### src/sv/stq_pkg.sv
package stq_pkg;

  localparam int DefaultDepth = 16;
  localparam int MaxResults   = 16;
  localparam int FifoDepth    = 2;

  localparam int TimeW = 48;
  localparam int IvalW = 31;
  localparam int IdW   = 16;

  typedef enum logic {
    OP_ADD  = 1'b0,
    OP_TICK = 1'b1
  } op_e;

  typedef enum logic [1:0] {
    KIND_ACCEPT  = 2'd0,
    KIND_FULL    = 2'd1,
    KIND_EXPIRED = 2'd2
  } kind_e;

  // One classified command: expiry for an add, current time for a tick.
  typedef struct packed {
    op_e              op;
    logic [TimeW-1:0] stamp;
    logic [IdW-1:0]   id;
  } cmd_t;

endpackage

### src/sv/sorted_timer_queue.sv
// Sorted timer queue: holds up to DEPTH pending timers ordered by expiry.
// Input channel (in_valid_i / in_ready_o) carries one item per operation:
//   op_i = 0 adds a timer; expiry = start_time_i + interval_ms_i, saturated
//   at the top of the 48-bit range; ties keep insertion order.
//   op_i = 1 is a tick carrying now_time_i.
// Output channel (out_valid_o / out_ready_i) carries results:
//   add  -> one item, kind_o accepted or rejected-full, last_o = 1.
//   tick -> one kind_o expired item per due timer, earliest first, up to
//           16 per tick, last_o on the final one; nothing if none is due.
// Results come from the back end's output register. A tick's expiries follow
// one per cycle while the receiver is ready. A tick with nothing due still
// passes through the tick state of the back end. An add is handled in the idle
// state; all cells compare against the new expiry at once.
// A 2-entry command queue between the front (expiry add) and the back (cell
// chain) keeps input accepting while the back end works.
// Reset empties the queue; cell contents are left undefined and never read.
// When the receiver stalls the output register holds and the chain freezes;
// input stalls once the command queue fills.
module sorted_timer_queue
  import stq_pkg::*;
#(
  parameter int DEPTH = DefaultDepth
) (
  input  logic             clk_i,
  input  logic             rst_ni,
  input  logic             in_valid_i,
  output logic             in_ready_o,
  input  logic             op_i,
  input  logic [TimeW-1:0] start_time_i,
  input  logic [IvalW-1:0] interval_ms_i,
  input  logic [IdW-1:0]   timer_id_i,
  input  logic [TimeW-1:0] now_time_i,
  output logic             out_valid_o,
  input  logic             out_ready_i,
  output logic [1:0]       kind_o,
  output logic [IdW-1:0]   expired_id_o,
  output logic             last_o
);

  cmd_t front_cmd, back_cmd;
  logic front_valid, front_ready;
  logic back_valid, back_ready;

  stq_front u_front (
    .in_valid_i    (in_valid_i),
    .in_ready_o    (in_ready_o),
    .op_i          (op_i),
    .start_time_i  (start_time_i),
    .interval_ms_i (interval_ms_i),
    .timer_id_i    (timer_id_i),
    .now_time_i    (now_time_i),
    .cmd_valid_o   (front_valid),
    .cmd_ready_i   (front_ready),
    .cmd_o         (front_cmd)
  );

  // Command queue parting front and back.
  stq_fifo u_fifo (
    .clk_i        (clk_i),
    .rst_ni       (rst_ni),
    .push_valid_i (front_valid),
    .push_ready_o (front_ready),
    .push_data_i  (front_cmd),
    .pop_valid_o  (back_valid),
    .pop_ready_i  (back_ready),
    .pop_data_o   (back_cmd)
  );

  stq_back #(
    .DEPTH (DEPTH)
  ) u_back (
    .clk_i        (clk_i),
    .rst_ni       (rst_ni),
    .cmd_valid_i  (back_valid),
    .cmd_ready_o  (back_ready),
    .cmd_i        (back_cmd),
    .out_valid_o  (out_valid_o),
    .out_ready_i  (out_ready_i),
    .kind_o       (kind_o),
    .expired_id_o (expired_id_o),
    .last_o       (last_o)
  );

endmodule

### src/sv/stq_front.sv
module stq_front
  import stq_pkg::*;
(
  input  logic             in_valid_i,
  output logic             in_ready_o,
  input  logic             op_i,
  input  logic [TimeW-1:0] start_time_i,
  input  logic [IvalW-1:0] interval_ms_i,
  input  logic [IdW-1:0]   timer_id_i,
  input  logic [TimeW-1:0] now_time_i,
  output logic             cmd_valid_o,
  input  logic             cmd_ready_i,
  output cmd_t             cmd_o
);

  logic [TimeW:0]   sum;
  logic [TimeW-1:0] expiry;

  // Saturating expiry, top of the time range on carry out.
  assign sum    = {1'b0, start_time_i} + (TimeW + 1)'(interval_ms_i);
  assign expiry = sum[TimeW] ? {TimeW{1'b1}} : sum[TimeW-1:0];

  always_comb begin
    cmd_o.op    = op_e'(op_i);
    cmd_o.stamp = (op_e'(op_i) == OP_TICK) ? now_time_i : expiry;
    cmd_o.id    = timer_id_i;
  end

  assign cmd_valid_o = in_valid_i;
  assign in_ready_o  = cmd_ready_i;

endmodule

### src/sv/stq_fifo.sv
module stq_fifo
  import stq_pkg::*;
(
  input  logic clk_i,
  input  logic rst_ni,
  input  logic push_valid_i,
  output logic push_ready_o,
  input  cmd_t push_data_i,
  output logic pop_valid_o,
  input  logic pop_ready_i,
  output cmd_t pop_data_o
);

  localparam int PtrW = (FifoDepth > 1) ? $clog2(FifoDepth) : 1;
  localparam int CntW = $clog2(FifoDepth + 1);

  cmd_t            mem_q [FifoDepth];
  logic [PtrW-1:0] wr_ptr_q, rd_ptr_q;
  logic [CntW-1:0] cnt_q;
  logic            push, pop;

  assign push_ready_o = (cnt_q != CntW'(FifoDepth));
  assign pop_valid_o  = (cnt_q != '0);
  assign pop_data_o   = mem_q[rd_ptr_q];
  assign push         = push_valid_i && push_ready_o;
  assign pop          = pop_valid_o && pop_ready_i;

  function automatic logic [PtrW-1:0] ptr_inc(input logic [PtrW-1:0] p);
    ptr_inc = (p == PtrW'(FifoDepth - 1)) ? '0 : p + PtrW'(1);
  endfunction

  always_ff @(posedge clk_i or negedge rst_ni) begin
    if (!rst_ni) begin
      wr_ptr_q <= '0;
      rd_ptr_q <= '0;
      cnt_q    <= '0;
    end else begin
      if (push) wr_ptr_q <= ptr_inc(wr_ptr_q);
      if (pop)  rd_ptr_q <= ptr_inc(rd_ptr_q);
      if (push && !pop)      cnt_q <= cnt_q + CntW'(1);
      else if (pop && !push) cnt_q <= cnt_q - CntW'(1);
    end
  end

  always_ff @(posedge clk_i) begin
    if (push) mem_q[wr_ptr_q] <= push_data_i;
  end

endmodule

### src/sv/stq_back.sv
module stq_back
  import stq_pkg::*;
#(
  parameter int DEPTH = DefaultDepth
) (
  input  logic           clk_i,
  input  logic           rst_ni,
  input  logic           cmd_valid_i,
  output logic           cmd_ready_o,
  input  cmd_t           cmd_i,
  output logic           out_valid_o,
  input  logic           out_ready_i,
  output logic [1:0]     kind_o,
  output logic [IdW-1:0] expired_id_o,
  output logic           last_o
);

  localparam int CntW    = $clog2(DEPTH + 1);
  localparam int PopW    = $clog2(MaxResults);
  localparam int NextIdx = (DEPTH > 1) ? 1 : 0;

  typedef enum logic {
    ST_IDLE,
    ST_TICK
  } state_e;

  state_e           state_q;
  logic [CntW-1:0]  count_q;
  logic [PopW-1:0]  popped_q;
  logic [TimeW-1:0] now_q;
  logic             out_valid_q, last_q;
  kind_e            kind_q;
  logic [IdW-1:0]   id_out_q;

  // Sorted cell chain, earliest at cell 0.
  logic [TimeW-1:0] exp_q [DEPTH];
  logic [IdW-1:0]   id_q  [DEPTH];
  logic [DEPTH-1:0] le;

  logic can_load, full, head_due, next_due;
  logic do_add, do_insert, take_tick, do_pop, last_pop;

  for (genvar g = 0; g < DEPTH; g++) begin : g_le
    assign le[g] = (CntW'(g) < count_q) && (exp_q[g] <= cmd_i.stamp);
  end

  assign can_load  = !out_valid_q || out_ready_i;
  assign full      = (count_q == CntW'(DEPTH));
  assign head_due  = (count_q != '0) && (exp_q[0] <= now_q);
  assign next_due  = (count_q > CntW'(1)) && (exp_q[NextIdx] <= now_q);

  assign do_add    = (state_q == ST_IDLE) && cmd_valid_i && (cmd_i.op == OP_ADD) && can_load;
  assign do_insert = do_add && !full;
  assign take_tick = (state_q == ST_IDLE) && cmd_valid_i && (cmd_i.op == OP_TICK);
  assign do_pop    = (state_q == ST_TICK) && can_load && head_due;
  assign last_pop  = !next_due || (popped_q == PopW'(MaxResults - 1));

  assign cmd_ready_o = do_add || take_tick;

  for (genvar g = 0; g < DEPTH; g++) begin : g_cell
    logic             prev_le;
    logic [TimeW-1:0] prev_exp, next_exp;
    logic [IdW-1:0]   prev_id, next_id;

    if (g == 0) begin : g_head
      assign prev_le  = 1'b1;
      assign prev_exp = exp_q[g];
      assign prev_id  = id_q[g];
    end else begin : g_mid
      assign prev_le  = le[g-1];
      assign prev_exp = exp_q[g-1];
      assign prev_id  = id_q[g-1];
    end

    if (g == DEPTH - 1) begin : g_tail
      assign next_exp = exp_q[g];
      assign next_id  = id_q[g];
    end else begin : g_body
      assign next_exp = exp_q[g+1];
      assign next_id  = id_q[g+1];
    end

    // On insert, cells before the insert point hold; the insert cell takes the
    // new entry; later cells shift down by one. A pop shifts every cell up by one.
    always_ff @(posedge clk_i) begin
      if (do_insert && !le[g]) begin
        exp_q[g] <= prev_le ? cmd_i.stamp : prev_exp;
        id_q[g]  <= prev_le ? cmd_i.id : prev_id;
      end else if (do_pop) begin
        exp_q[g] <= next_exp;
        id_q[g]  <= next_id;
      end
    end
  end

  always_ff @(posedge clk_i or negedge rst_ni) begin
    if (!rst_ni) begin
      state_q     <= ST_IDLE;
      count_q     <= '0;
      popped_q    <= '0;
      now_q       <= '0;
      out_valid_q <= 1'b0;
      kind_q      <= KIND_ACCEPT;
      id_out_q    <= '0;
      last_q      <= 1'b0;
    end else begin
      // Output register loads an add answer or an expiry, else drains.
      if (can_load) out_valid_q <= do_add || do_pop;
      unique case (state_q)
        ST_IDLE: begin
          if (do_add) begin
            kind_q      <= full ? KIND_FULL : KIND_ACCEPT;
            id_out_q    <= '0;
            last_q      <= 1'b1;
            if (!full) count_q <= count_q + CntW'(1);
          end else if (take_tick) begin
            now_q    <= cmd_i.stamp;
            popped_q <= '0;
            state_q  <= ST_TICK;
          end
        end
        ST_TICK: begin
          if (can_load) begin
            if (head_due) begin
              kind_q      <= KIND_EXPIRED;
              id_out_q    <= id_q[0];
              last_q      <= last_pop;
              count_q     <= count_q - CntW'(1);
              popped_q    <= popped_q + PopW'(1);
              if (last_pop) state_q <= ST_IDLE;
            end else begin
              state_q <= ST_IDLE;
            end
          end
        end
        default: state_q <= ST_IDLE;
      endcase
    end
  end

  assign out_valid_o  = out_valid_q;
  assign kind_o       = kind_q;
  assign expired_id_o = id_out_q;
  assign last_o       = last_q;

  a_count_bound: assert property (@(posedge clk_i) disable iff (!rst_ni)
    count_q <= CntW'(DEPTH))
    else $error("entry count above depth");

  a_pop_nonempty: assert property (@(posedge clk_i) disable iff (!rst_ni)
    do_pop |-> (count_q != '0))
    else $error("pop from empty chain");

  a_insert_grows: assert property (@(posedge clk_i) disable iff (!rst_ni)
    do_insert |=> (count_q == $past(count_q) + CntW'(1)))
    else $error("insert did not grow count");

  a_stall_holds: assert property (@(posedge clk_i) disable iff (!rst_ni)
    (out_valid_q && !out_ready_i) |=> $stable(count_q))
    else $error("chain changed while output stalled");

  a_full_no_insert: assert property (@(posedge clk_i) disable iff (!rst_ni)
    full |-> !do_insert)
    else $error("insert into full chain");

endmodule

### config.mk
export PLATFORM = sky130hd
export DESIGN_NAME = sorted_timer_queue
export DESIGN_NICKNAME = d
export VERILOG_FILES = /design/src/sv/stq_pkg.sv /design/src/sv/sorted_timer_queue.sv /design/src/sv/stq_front.sv /design/src/sv/stq_fifo.sv /design/src/sv/stq_back.sv
export SDC_FILE = /design/constraint.sdc
export NUM_CORES = 2
export LEC_CHECK = 0
export BUFFER_PORTS_ARGS = -buffer_cell sky130_fd_sc_hd__buf_4
export CAP_MARGIN = 10
export CORE_MARGIN = 2
export CORE_UTILIZATION = 64
export DETAILED_ROUTE_END_ITERATION = 16
export PLACE_DENSITY = 0.86
export RECOVER_POWER = 50
export SLEW_MARGIN = 10
export SYNTH_ARGS = -nofsm -noshare
export SYNTH_HDL_FRONTEND = slang
export SYNTH_SLANG_ARGS = --single-unit
### constraint.sdc
create_clock -name clk_i -period 12.66 [get_ports clk_i]
set_input_delay 0.633 -clock clk_i [delete_from_list [all_inputs] [get_ports clk_i]]
set_output_delay 0.633 -clock clk_i [all_outputs]
set_load 0.02 [all_outputs]
==> flow_summary_export.csv <==
group,metric,value,unit
floorplan,ios,169,
floorplan,chipHeight,359.5,µm
flow_run,drv_cap,18,
setup_path,cpPeakStageDelay,3240,ps
setup_path,cp_top_family,"buffers and inverters",
timing,worst_pin_slew,4613,ps
yosys,netlist.area_leader.share,42.85,%
setup_path,crit_required,13040,ps
worst_hold_path,min_path_type,"input port to flop",
setup_path,crit_chain,"clkbuf_1 -> mux2_2 -> inv_1 -> ha_1 -> nand4_1 -> nor4_1 -> nor3b_1 -> a2111oi_0 -> nor2_4 -> buf_4 -> mux2i_1 -> a21oi_1",
status,status,"complete, but fails checks",
yosys,ys_seq_area_share,45.39,%
finish,final_common_cell,"edfxtp_1",
setup_path,cp_max_fo,51,
floorplan,die_x,359.5,µm
timing,fmax,99.28,MHz
placed_design,dpl_worst_slack,5772,ps
timing,period_share,79.56,%
clock_network,cts_tree,"built",
floorplan,fp-row-count,130,
route,first_pass_iters,7,
finish,ff_latch_area,36710,µm²
yosys,async_flop_share,6.634,%
floorplan,die-area,129200,µm²
finish,drive_above_1_share,6.717,%
finish,layout.nets,8786,
yosys,synth-edff-count,1154,
timing,slew-limit-headroom,-207.6,%
clock_network,cts.clk_slew.worst_paths,60,ps
floorplan,coreArea,125600,µm²
timing,finalHoldViolCount,0,
route,wirelength,257800,µm
setup_path,setup.worst_path.end_class,"flop",
yosys,synthTopCellsByArea,"edfxtp_1, ha_1, mux2i_1",
clock_network,cts_buffers,137,
route,post-route-drc-count,0,
yosys,ys_ff_latch,1236,
setup_path,critPathArrivalTime,10450,ps
clock_network,cts_root_buffer,"clkbuf_16",
clock_network,cts_sinks,1236,
timing,skew,39.08,ps
grt,first_global_vias,66150,
clock_network,clkLatencyLatePin,820,ps
grt,gr-total-overflow,0,
grt,grt_max_degree,271,
clock_network,clockBufferDepth,3,
yosys,synth_warnings,0,
grt,grt_usage,38.87,%
setup_path,path_class,"flop to flop",
timing,rsz0062_at_grt,"false",
floorplan,start_util,64.40,%
timing,finalSetupViolCount,0,
route,drt_iter0_markers,9491,
finish,multi_input_area,41510,µm²
placed_design,routabilityCongestion,1.004,
grt,grt_pass1_wl,386800,µm
setup_path,start_kind,"flop",
finish,fill_cells,8845,
timing,fin_setup_tns,0,ps
yosys,synth_fp_nets,8871,
route,vias,67660,
route,routedWlPerCell,27.14,µm
yosys,postSynthCellCount,7822,
placed_design,dpl.hpwl,178900,µm
yosys,synth_cell_types,81,
placed_design,io_buffers,168,
route,via_per_inst,7.123,
finish,syn2layout_area_growth,8.073,%
setup_path,crit_slowest_cell,"clkbuf_1",
clock_network,cts_setup_buffers,0,
status,violations,"max-capacitance violations, max-slew violations",
finish,mostFrequentLayoutCells,"edfxtp_1, nand2_1, ha_1",
timing,period_needed,10070,ps
route,ant_nets,0,
yosys,syn_area,80870,µm²
clock_network,htreeDepth,4,
grt,antenna_found_initial,12,
yosys,synth_top_cell_by_area,"edfxtp_1",
setup_path,timing.critical_path.buf_inv,3,
timing,final_max_slew_viol_count,687,
yosys,avgSynthCellArea,10.34,µm²
timing,worst_slack,2588,ps
yosys,ys.flop_type,"edfxtp_1",
[synthesized netlist by cell type (all sizes together), types with 7 or more instances]
library cell / number
nand4: 179
o21bai: 9
a21boi: 10
a2bb2oi: 30
nand3: 298
o21a: 16
a2111oi: 11
nor2b: 27
a31oi: 18
o31ai: 134
a211oi: 30
and2: 7
nand2b: 10
nand2: 940
dfrtp: 82
o311ai: 190
nor3: 176
mux2: 128
or4: 9
o211ai: 38
xor2: 20
nor2: 455
nor3b: 9
ha: 900
buf: 223
or3: 8
a21o: 108
mux2i: 582
edfxtp: 1154
xnor2: 30
a221oi: 27
nor4: 34
and3: 13
a211o: 9
o21ai: 537
and4: 32
inv: 165
clkbuf: 291
a21oi: 808
[cell type report]
type                    count  share of cell area, %
diodes                      3               0.008590
clock buffers             185                  4.329
clock inverters            63                 0.7015
inverters                 165                 0.7087
multi-input cells        5907                  47.49
flip-flops and latches   1236                  42.00
well taps                1650                  2.362
repair buffers            290                  2.395
[stage by stage]
step           area (µm²)  instances  util [%]  hold WS (ps)
2_1_floorplan       80870       7822         -         337.4
5_1_grt             87390       9497     69.60         89.91
3_5_place_dp        83140       9234     66.21         503.2
4_1_cts             87670       9496     69.82         7.195
3_3_place_gp        83120       9234     66.20         489.4
6_report            87400       9499     69.60         97.59
[worst paths after layout]
kind	start	endpoint	cells past startpoint	slack, ps
max	u_fifo.rd_ptr_q	u_back.id_q[11][5]	12	2590
min	timer_id_i[8]	u_fifo.mem_q[1][8]	1	100
max reg2reg	u_fifo.rd_ptr_q	u_back.id_q[11][5]	12	2590
min reg2reg	u_fifo.wr_ptr_q	u_fifo.wr_ptr_q	1	500
max in group asynchronous	rst_ni	u_fifo.rd_ptr_q	3	7000
min in group asynchronous	rst_ni	u_back.now_q[35]	2	1140
[kinds of logic after synthesis]
kind of cell | Yosys count | share of synthesized area, %
flops | 1236 | 45.39
buf+inv | 679 | 3.650
simple gates | 2213 | 12.26
mux | 710 | 8.986
fa+ha+maj | 901 | 13.95
compound gates | 2033 | 15.23
xor+xnor | 50 | 0.5415
[timing repair]
item,4_1_cts,5_1_grt
endpoints found under the setup margin,0,0
endpoints found under the hold margin,60,0
hold buffers,14,0
resized for setup,0,0
[sequential cells by signal, indices dropped and copies added (netlist names)]
signal / count
u_back.count_q: 5
u_back.exp_q: 768
u_back.expired_id_o: 16
u_back.id_q: 256
u_back.kind_o: 2
u_back.last_o: 1
u_back.now_q: 48
u_back.out_valid_o: 1
u_back.popped_q: 4
u_back.state_q: 1
u_fifo.cnt_q: 2
u_fifo.mem_q: 130
u_fifo.rd_ptr_q: 1
u_fifo.wr_ptr_q: 1
[worst register-to-register path, cell delays in order, from the launching register on]
cell and delay [ps]:
dfrtp_4 570, clkbuf_1 3250, mux2_2 990, inv_1 570, ha_1 540, nand4_1 280, nor4_1 840, nor3b_1 280
a2111oi_0 140, nor2_4 750, buf_4 950, mux2i_1 390, a21oi_1 110
[metal layers]
metal  global-route usage [%]  vias to the layer above  share of wire [%]
met5                        0                        -               0.11
met3                    11.70                     1095                 13
met4                    26.30                       19                7.4
met1                    47.51                    31990                 35
li1                         -                    29630                  -
met2                    59.52                     4932                 44
Power is left out: the tool's default activity adds up to more than one toggle a clock period on the data nets, which glitch-free logic cannot reach.
